File: config.mk
export PLATFORM = sky130hd
export DESIGN_NAME = shelf_rect_allocator_unit
export DESIGN_NICKNAME = d
export VERILOG_FILES = /design/src/hw/rtl/sra_pkg.sv /design/src/hw/rtl/sra_cfg_regs.sv /design/src/hw/rtl/sra_place_calc.sv /design/src/hw/rtl/shelf_rect_allocator_unit.sv
export SDC_FILE = /design/constraint.sdc
export NUM_CORES = 1
export LEC_CHECK = 0
export BUFFER_PORTS_ARGS = -buffer_cell sky130_fd_sc_hd__buf_2
export CORE_ASPECT_RATIO = 1.5
export CORE_MARGIN = 4
export CORE_UTILIZATION = 30
export CTS_CLUSTER_DIAMETER = 40
export CTS_CLUSTER_SIZE = 25
export DETAILED_ROUTE_END_ITERATION = 8
export SLEW_MARGIN = 20
export SYNTH_ARGS = -nofsm -noshare
export SYNTH_HDL_FRONTEND = slang
export SYNTH_SLANG_ARGS = --single-unit
File: constraint.sdc
create_clock -name aclk -period 15.05 [get_ports aclk]
set_input_delay 3.01 -clock aclk [delete_from_list [all_inputs] [get_ports aclk]]
set_output_delay 3.01 -clock aclk [all_outputs]
set_load 0.05 [all_outputs]
File: src/hw/rtl/sra_pkg.sv
package sra_pkg;

    localparam int DIM_W   = 13;
    localparam int PAD_W   = 8;
    localparam int SUM_W   = DIM_W + 2;
    localparam int CFG_IDX_W = 2;
    localparam int TDATA_W = 32;

    localparam int MAX_DIM_DEFAULT = 4096;

    localparam logic [DIM_W-1:0] SHEET_WIDTH_RESET  = DIM_W'(1024);
    localparam logic [DIM_W-1:0] SHEET_HEIGHT_RESET = DIM_W'(1024);
    localparam logic [PAD_W-1:0] PAD_PIXELS_RESET   = PAD_W'(1);

    localparam logic [DIM_W-1:0] STATE_MAX = {DIM_W{1'b1}};

    typedef enum logic [CFG_IDX_W-1:0] {
        CFG_SHEET_WIDTH  = 2'd0,
        CFG_SHEET_HEIGHT = 2'd1,
        CFG_PAD_PIXELS   = 2'd2
    } cfg_index_t;

    typedef struct packed {
        logic [DIM_W-1:0] sheet_width;
        logic [DIM_W-1:0] sheet_height;
        logic [PAD_W-1:0] pad_pixels;
    } cfg_t;

    typedef struct packed {
        logic [DIM_W-1:0] cursor_col;
        logic [DIM_W-1:0] cursor_row;
        logic [DIM_W-1:0] shelf_height;
    } shelf_state_t;

    typedef struct packed {
        logic             granted;
        logic [DIM_W-1:0] place_x;
        logic [DIM_W-1:0] place_y;
    } place_result_t;

    // Saturate a grown sum back into a state entry.
    function automatic logic [DIM_W-1:0] sat_state(input logic [SUM_W-1:0] v);
        logic [DIM_W-1:0] r;
        if (v > SUM_W'(STATE_MAX)) begin
            r = STATE_MAX;
        end else begin
            r = v[DIM_W-1:0];
        end
        return r;
    endfunction

endpackage

File: src/hw/rtl/sra_cfg_regs.sv
module sra_cfg_regs (
    input  logic                          aclk,
    input  logic                          aresetn,
    input  logic                          cfg_valid,
    output logic                          cfg_ready,
    input  logic [sra_pkg::CFG_IDX_W-1:0] cfg_index,
    input  logic [sra_pkg::DIM_W-1:0]     cfg_data,
    output sra_pkg::cfg_t                 cfg
);
    import sra_pkg::*;

    cfg_t cfg_reg;
    cfg_t cfg_next;

    assign cfg_ready = 1'b1;
    assign cfg       = cfg_reg;

    always_comb begin
        cfg_next = cfg_reg;
        if (cfg_valid) begin
            unique case (cfg_index)
                CFG_SHEET_WIDTH:  cfg_next.sheet_width  = cfg_data;
                CFG_SHEET_HEIGHT: cfg_next.sheet_height = cfg_data;
                CFG_PAD_PIXELS:   cfg_next.pad_pixels   = cfg_data[PAD_W-1:0];
                default:          cfg_next = cfg_reg;
            endcase
        end
    end

    always_ff @(posedge aclk) begin
        if (!aresetn) begin
            cfg_reg.sheet_width  <= SHEET_WIDTH_RESET;
            cfg_reg.sheet_height <= SHEET_HEIGHT_RESET;
            cfg_reg.pad_pixels   <= PAD_PIXELS_RESET;
        end else begin
            cfg_reg <= cfg_next;
        end
    end

endmodule

File: src/hw/rtl/sra_place_calc.sv
module sra_place_calc #(
    parameter int MAX_DIM = sra_pkg::MAX_DIM_DEFAULT
) (
    input  sra_pkg::cfg_t             cfg,
    input  sra_pkg::shelf_state_t     state_cur,
    input  logic [sra_pkg::DIM_W-1:0] req_width,
    input  logic [sra_pkg::DIM_W-1:0] req_height,
    output sra_pkg::shelf_state_t     state_next,
    output sra_pkg::place_result_t    result
);
    import sra_pkg::*;

    logic [DIM_W-1:0] aw;
    logic [DIM_W-1:0] ah;
    logic [SUM_W-1:0] pad2;
    logic [SUM_W-1:0] pw;
    logic [SUM_W-1:0] ph;
    logic             reject;
    logic             wrap;
    logic             height_fail;
    shelf_state_t     moved;

    always_comb begin
        // The register value only matters up to the largest supported atlas.
        aw = (32'(cfg.sheet_width) > MAX_DIM) ? DIM_W'(MAX_DIM) : cfg.sheet_width;
        ah = (32'(cfg.sheet_height) > MAX_DIM) ? DIM_W'(MAX_DIM) : cfg.sheet_height;

        pad2 = SUM_W'({cfg.pad_pixels, 1'b0});
        pw   = SUM_W'(req_width) + pad2;
        ph   = SUM_W'(req_height) + pad2;

        reject = (req_width == '0) || (req_height == '0) ||
                 (pw > SUM_W'(aw)) || (ph > SUM_W'(ah));

        wrap = (SUM_W'(state_cur.cursor_col) + pw) > SUM_W'(aw);

        moved = state_cur;
        if (wrap) begin
            moved.cursor_col   = '0;
            moved.cursor_row   = sat_state(SUM_W'(state_cur.cursor_row) +
                                           SUM_W'(state_cur.shelf_height));
            moved.shelf_height = '0;
        end

        height_fail = (SUM_W'(moved.cursor_row) + ph) > SUM_W'(ah);

        state_next     = state_cur;
        result.granted = 1'b0;
        result.place_x = '0;
        result.place_y = '0;

        if (!reject) begin
            // A row change stays in effect even when the height check fails.
            state_next = moved;
            if (!height_fail) begin
                result.granted = 1'b1;
                result.place_x = DIM_W'(SUM_W'(moved.cursor_col) + SUM_W'(cfg.pad_pixels));
                result.place_y = DIM_W'(SUM_W'(moved.cursor_row) + SUM_W'(cfg.pad_pixels));
                state_next.cursor_col = sat_state(SUM_W'(moved.cursor_col) + pw);
                if (ph > SUM_W'(moved.shelf_height)) begin
                    state_next.shelf_height = sat_state(ph);
                end
            end
        end
    end

endmodule

File: src/hw/rtl/shelf_rect_allocator_unit.sv
// Channel | Direction | Handshake          | Payload
// s_      | in        | s_tvalid/s_tready  | s_tdata: req_width, req_height
// m_      | out       | m_tvalid/m_tready  | m_tdata: place_x, place_y; m_tuser: granted
// cfg_    | in        | cfg_valid/cfg_ready| cfg_index, cfg_data
//
// One request is accepted per cycle while s_tready is high; each passes through the request
// register and then the result register. The cursor update is combinational between the
// request register and the result register.
// Reset loads the atlas size and padding defaults and clears the cursor and row height.
// s_tready falls only when both the request and the result registers hold items and
// m_tready is low. cfg_ready is always high.
module shelf_rect_allocator_unit #(
    parameter int MAX_DIM = sra_pkg::MAX_DIM_DEFAULT
) (
    input  logic                          aclk,
    input  logic                          aresetn,
    input  logic                          s_tvalid,
    output logic                          s_tready,
    input  logic [sra_pkg::TDATA_W-1:0]   s_tdata,   // [12:0] req_width, [25:13] req_height
    output logic                          m_tvalid,
    input  logic                          m_tready,
    output logic [sra_pkg::TDATA_W-1:0]   m_tdata,   // [12:0] place_x, [25:13] place_y
    output logic                          m_tuser,   // [0] granted
    input  logic                          cfg_valid,
    output logic                          cfg_ready,
    input  logic [sra_pkg::CFG_IDX_W-1:0] cfg_index,
    input  logic [sra_pkg::DIM_W-1:0]     cfg_data
);
    import sra_pkg::*;

    cfg_t             cfg;
    shelf_state_t     state_reg;
    shelf_state_t     state_next;
    place_result_t    calc_result;
    place_result_t    result_reg;

    logic             in_valid_reg;
    logic             in_valid_next;
    logic [DIM_W-1:0] in_width_reg;
    logic [DIM_W-1:0] in_height_reg;
    logic             out_valid_reg;
    logic             out_valid_next;
    logic             s_accept;
    logic             advance;

    sra_cfg_regs u_cfg (
        .aclk      (aclk),
        .aresetn   (aresetn),
        .cfg_valid (cfg_valid),
        .cfg_ready (cfg_ready),
        .cfg_index (cfg_index),
        .cfg_data  (cfg_data),
        .cfg       (cfg)
    );

    sra_place_calc #(
        .MAX_DIM (MAX_DIM)
    ) u_calc (
        .cfg        (cfg),
        .state_cur  (state_reg),
        .req_width  (in_width_reg),
        .req_height (in_height_reg),
        .state_next (state_next),
        .result     (calc_result)
    );

    // The request register moves on whenever the result register is free or draining.
    assign advance  = in_valid_reg && (!out_valid_reg || m_tready);
    assign s_tready = !in_valid_reg || advance;
    assign s_accept = s_tvalid && s_tready;

    assign in_valid_next  = s_accept || (in_valid_reg && !advance);
    assign out_valid_next = advance || (out_valid_reg && !m_tready);

    assign m_tvalid = out_valid_reg;
    assign m_tuser  = result_reg.granted;
    assign m_tdata  = TDATA_W'({result_reg.place_y, result_reg.place_x});

    always_ff @(posedge aclk) begin
        if (!aresetn) begin
            in_valid_reg  <= 1'b0;
            out_valid_reg <= 1'b0;
            state_reg     <= '0;
        end else begin
            in_valid_reg  <= in_valid_next;
            out_valid_reg <= out_valid_next;
            if (advance) begin
                state_reg <= state_next;
            end
        end
    end

    always_ff @(posedge aclk) begin
        if (s_accept) begin
            in_width_reg  <= s_tdata[DIM_W-1:0];
            in_height_reg <= s_tdata[2*DIM_W-1:DIM_W];
        end
        if (advance) begin
            result_reg <= calc_result;
        end
    end

    a_state_holds: assert property (@(posedge aclk) disable iff (!aresetn)
        !advance |=> $stable(state_reg))
        else $error("cursor state changed without a request moving on");

    a_grant_moves_cursor: assert property (@(posedge aclk) disable iff (!aresetn)
        (advance && calc_result.granted) |=> (state_reg.cursor_col != '0))
        else $error("granted placement left the column cursor at zero");

    a_reject_zero_coords: assert property (@(posedge aclk) disable iff (!aresetn)
        (m_tvalid && !m_tuser) |-> (result_reg.place_x == '0 && result_reg.place_y == '0))
        else $error("rejected result carries nonzero coordinates");

    a_ready_when_empty: assert property (@(posedge aclk) disable iff (!aresetn)
        !out_valid_reg |-> s_tready)
        else $error("input stalled while the result register is empty");

endmodule
; After elaboration in Yosys (flattened, before gate mapping)
; Index checks and enable logic that the tools add are counted.
[totals]
regBits = 128
inputBits = 52
output_inout_bits = 36
wordCells = 67
[op_classes]
addsub = 8
magnitude_cmp = 10
eq_ne = 2
muxes = 10
bitwise_logic = 1
n_reduce_logical = 23
[op_table]
columns = operator, count
row1 = two-way mux 13 bit, 8
row2 = greater-than comparator 15 x 13 -> 1 bit, 5
row3 = adder 13 x 15 -> 15 bit, 3
row4 = greater-than comparator 15 x 13 -> 1 bit (second input constant), 3
row5 = two-way mux 39 bit, 1
row6 = adder 13 x 9 -> 14 bit, 2
row7 = two-way mux 27 bit, 1
row8 = adder 13 x 8 -> 13 bit, 2
row9 = greater-than comparator 13 bit (second input constant), 2
row10 = zero test 13 bit, 2
row11 = adder 13 x 13 -> 14 bit, 1
row12 = AND reduction 2 bit, 4
row13 = logical OR 1 bit, 7
row14 = logical AND 1 bit, 4
row15 = zero test 1 bit, 4
row16 = == test 2 x 1 -> 1 bit (second input constant), 1
row17 = == test 2 bit (second input constant), 1
row18 = zero test 2 bit, 1
row19 = OR reduction 2 bit, 1
row20 = NOT 1 bit, 1

; Logic depth before layout (Yosys ltp)
[logic_depth]
depth_word = 8
depth_mapped = 52
ltp_nobuf = 48

; Cells and area by module
; Synthesis repeated with hierarchy kept, for this count alone.
[unflattened]
cells_unflattened = 1307
hier_area_um2 = 11230.8
[modules_own_cells]
columns = mod, instances, cells_each, area_per_inst_um2, seq_area_each_um2
row1 = sra_place_calc, 1, 935, 6581.3, 0.0
row2 = shelf_rect_allocator_unit, 1, 239, 3323.2, 2412.3
row3 = sra_cfg_regs, 1, 133, 1326.3, 680.7

; Least setup slack after synthesis
; No wires, ideal clock.
[synth_timing]
kind = register to register
startpoint = register u_cfg.cfg_reg, in the netlist u_cfg.cfg[1]
endpoint = register state_reg[3] (netlist name)
setup_time_ps = 114
t_arrival_ps = 9229
required_ps = 14936
setup_slack_ps = 5707
path_stages_with_launch = 52
path_buffers = 3
synth_period_minus_slack_ps = 9343
path_cell_list = dfxtp_1 > ha_1 > a21o_1 > a21oi_1 > o21ai_0 > a21oi_1 > o21bai_1 > a21oi_1 > xnor2_1 > ha_1 > and4_1 > o2bb2ai_1 > a31oi_1 > o21ai_0 > a21o_1 > a21oi_1 > xnor2_1 > ha_1 > (+16 left out) > a22oi_1 > or2_2 > a221oi_4 > o21ai_1 > a21oi_1 > xnor2_1 > ha_1 > nand4_1 > nor2_1 > and2_1 > nand3_1 > o21ai_0 > a31oi_1 > nor3b_1 > inv_1 > a211oi_1 > o21ai_0 > a21o_1
[synth_lines]
columns = item, line
row1 = from (decl), sra_cfg_regs.sv:12  ; cfg_t cfg_reg;
row2 = from (signal assigned), sra_cfg_regs.sv:36  ; cfg_reg <= cfg_next;
row3 = to (signal assigned), shelf_rect_allocator_unit.sv:88  ; state_reg <= state_next;
row4 = to (decl), shelf_rect_allocator_unit.sv:32  ; shelf_state_t state_reg;

==> out/metrics.cfg <==
[synthesis]
ys_seq_elements=128
ys_top_cells_by_count=157 x nand2_1, 149 x ha_1, 110 x a21oi_1
synth_cells=1257
yosysMostFrequentCell=nand2_1
syn_area_mm2=0.0106
ys_warn_count=0
synth_top_area_share_pct=17.5
async_flop_share_pct=0
ys.flop_type=dfxtp_1
yosysSeqAreaShare_pct=29.1
synth-edff-count=53
synth_cell_types=78
synth_area_leaders=ha_1 18%, edfxtp_1 15%, dfxtp_1 14%
synth_area_leader_cell=ha_1
avgSynthCellArea_um2=8.46

[worst_setup_path]
cp_top_family=compound AO/OA/AOI/OAI gates
end_kind=flip-flop
crit_arrival_ns=11.88
slowest_stage=nor2_1
rrSetupSlack_ns=3.46
worst_path_largest_cell_delay_ns=0.86
path_max_fanout=21
crit_type=flip-flop to flip-flop
crit_top_cell=a21oi_1
cp.required_ns=15.34
startpoint_type=flip-flop
crit_buf_inv=3

[floorplan]
initial_core_util_pct=30.4
rows=84
pin_count=88
die_x_um=162
fp.coreArea_mm2=0.0350
die_h_um=239
fp.dieArea_mm2=0.0386

[global_routing]
grt_max_degree=47
grt_pass1_wl_mm=50.7
grt_overflow_total=0
track_usage_pct=17.1
antenna_found_initial=0
grt_pass1_vias=9600

[final_layout]
regArea_mm2=0.00309
syn2layout_area_growth_pct=13.2
final_nets=1525
drive_above_1_share_pct=9.78
diodes=0
largest_register_ffs=39
multi_input_area_mm2=0.00715
fill_cells=3595

[clock_network]
htree_levels=4
post_cts_resized=0
cts_setup_buffers=0
cts_max_path_buffers=2
cts-root-buf=clkbuf_16
clock_sinks=128
hold_buffers=0
insertion_delay_ns=0.44
numCtsBuffers=17
path_clk_slew_ns=0.06
cts_tree=yes

[placed_design]
gp_congestion=0.937
port-buffer-count=74
dp_hpwl_mm=26.1

[power_and_ir_drop]
switching_share_pct=41.0
combPwrFrac_pct=44.4
switchingPower_w=0.000602
clockPowerShare_pct=28.5
p_total_w=0.00147
leakagePower_nw=5.23
p_seq_share_pct=27.0
power.internal_w=0.000866
powerDensity_mw_per_mm2=122
vdd_drop_max_mv=0.0744

[routing]
firstDrtPassIters=5
wl_per_cell_um=18.2
drt_drc_violations_left=0
avgViaCountPerCell=5.25
vias=9467
wirelength_mm=32.9
ant_nets=0
first_iter_violations=503

[sta]
tns_ns=0
rsz0062_at_grt=no
fin_crit_ns=11.59
tightest_slew_ns=0.980
slew_headroom_pct=34.4
fmax_ghz=0.0862
fin_crit_sh_pct=77.0
drv_slew=0
skew_ns=0.0113
hold_viol=0
setup_viol=0

[run]
maxCapViolCount=0

[status]
outcome=finished, final reports clean

[worst_hold_path]
hp-class=flip-flop to flip-flop

layout make-up:
class,instances,area share (%)
inverter,53,1.65
clock inverter,12,1.20
sequential,128,25.7
tap,473,4.92
multi-input combinational,1035,59.4
timing repair buffer,81,3.51
clock buffer,20,3.63
through the flow:
| stage | cell area, µm² | hold WS [ns] | setup WS (ns) | instances | utilization [%] |
|---|---|---|---|---|---|
| global placement | 11500 | 0.439 | 3.66 | 1770 | 32.7 |
| CTS | 12000 | 0.459 | 3.57 | 1802 | 34.4 |
| global route | 12000 | 0.478 | 2.53 | 1802 | 34.4 |
| detailed placement | 11500 | 0.447 | 3.60 | 1770 | 32.7 |
| finish | 12000 | 0.459 | 3.46 | 1802 | 34.4 |
| floorplan | 10700 | 0.432 | 5.71 | 1262 | - |
worst paths after layout:
kind | from | endpoint | depth (start not counted)
setup / recovery | u_cfg.cfg[1] | state_reg[33] | 47
setup reg to reg | u_cfg.cfg[1] | state_reg[33] | 47
hold reg to reg | u_cfg.cfg[12] | u_cfg.cfg[12] | 2
hold / removal | u_cfg.cfg[12] | u_cfg.cfg[12] | 2
cell usage in the layout, fill, tap and decap left out, types with 4 or more instances in the layout:
| cell | Yosys | routed |
|---|---|---|
| a211o_1 | 11 | 11 |
| a211oi_1 | 16 | 16 |
| a21boi_0 | 5 | 5 |
| a21o_1 | 36 | 36 |
| a21oi_1 | 110 | 110 |
| a31oi_1 | 10 | 10 |
| and2_1 | 9 | 9 |
| and3_1 | 22 | 22 |
| buf_2 | 5 | 74 |
| buf_4 | 7 | 7 |
| clkbuf_16 | 0 | 17 |
| clkinv_2 | 0 | 5 |
| conb_1 | 2 | 7 |
| dfxtp_1 | 75 | 75 |
| edfxtp_1 | 53 | 53 |
| fa_1 | 8 | 8 |
| ha_1 | 149 | 149 |
| inv_1 | 50 | 50 |
| mux2i_1 | 9 | 9 |
| nand2_1 | 157 | 157 |
| nand2b_1 | 7 | 7 |
| nand3_1 | 58 | 58 |
| nand4_1 | 16 | 16 |
| nor2_1 | 100 | 100 |
| nor2b_1 | 25 | 24 |
| nor3_1 | 21 | 21 |
| nor3b_1 | 4 | 4 |
| nor4_1 | 5 | 5 |
| o211ai_1 | 20 | 20 |
| o21a_1 | 17 | 17 |
| o21ai_0 | 52 | 52 |
| o21ai_1 | 4 | 4 |
| o21bai_1 | 13 | 13 |
| or4_1 | 14 | 14 |
| xnor2_1 | 49 | 49 |
| xor2_1 | 24 | 24 |
power groups by stage:
stage	Sequential, W	Combinational [W]	Clock [W]
floorplan	0.000412	0.000480	0
global placement	0.000404	0.000639	0
detailed placement	0.000405	0.000648	0
CTS	0.000397	0.000652	0.000428
global route	0.000399	0.000726	0.000441
finish	0.000397	0.000652	0.000419
per-layer routing:
metal | part of all wire [%] | GRT usage [%] | vias up
li1 | - | - | 4695
met3 | 2.5 | 2.09 | 119
met1 | 34 | 15.5 | 4442
met5 | 0 | 0 | -
met4 | 9.2 | 14.6 | 0
met2 | 54 | 33.0 | 211
worst register-to-register path, delay by kind of cell, from the launching register on:
family | cells | cell delay [ns]
flip-flops | 1 | 0.71
adder cells (fa/ha/maj) | 5 | 1.92
buffers and inverters | 3 | 0.76
AO/OA/AOI/OAI | 21 | 3.74
XOR/XNOR | 3 | 0.69
AND/OR/NAND/NOR | 15 | 3.61
logic make-up (layout without fill, tap and decap cells):
family                     count (synthesis)  count (layout)  share of synthesized area (%)
other                                      2               7                         0.0706
DFF                                      128             128                           29.1
xor gates and xnor gates                  73              73                           6.01
AOI/OAI and AO/OA                        331             331                           20.5
buffers and inverters                     99             166                           3.87
and+or+nand+nor                          457             457                           20.4
adders and majority gates                157             157                           19.0
muxes                                     10              10                          0.953
(Power assumes the default switching activity.)
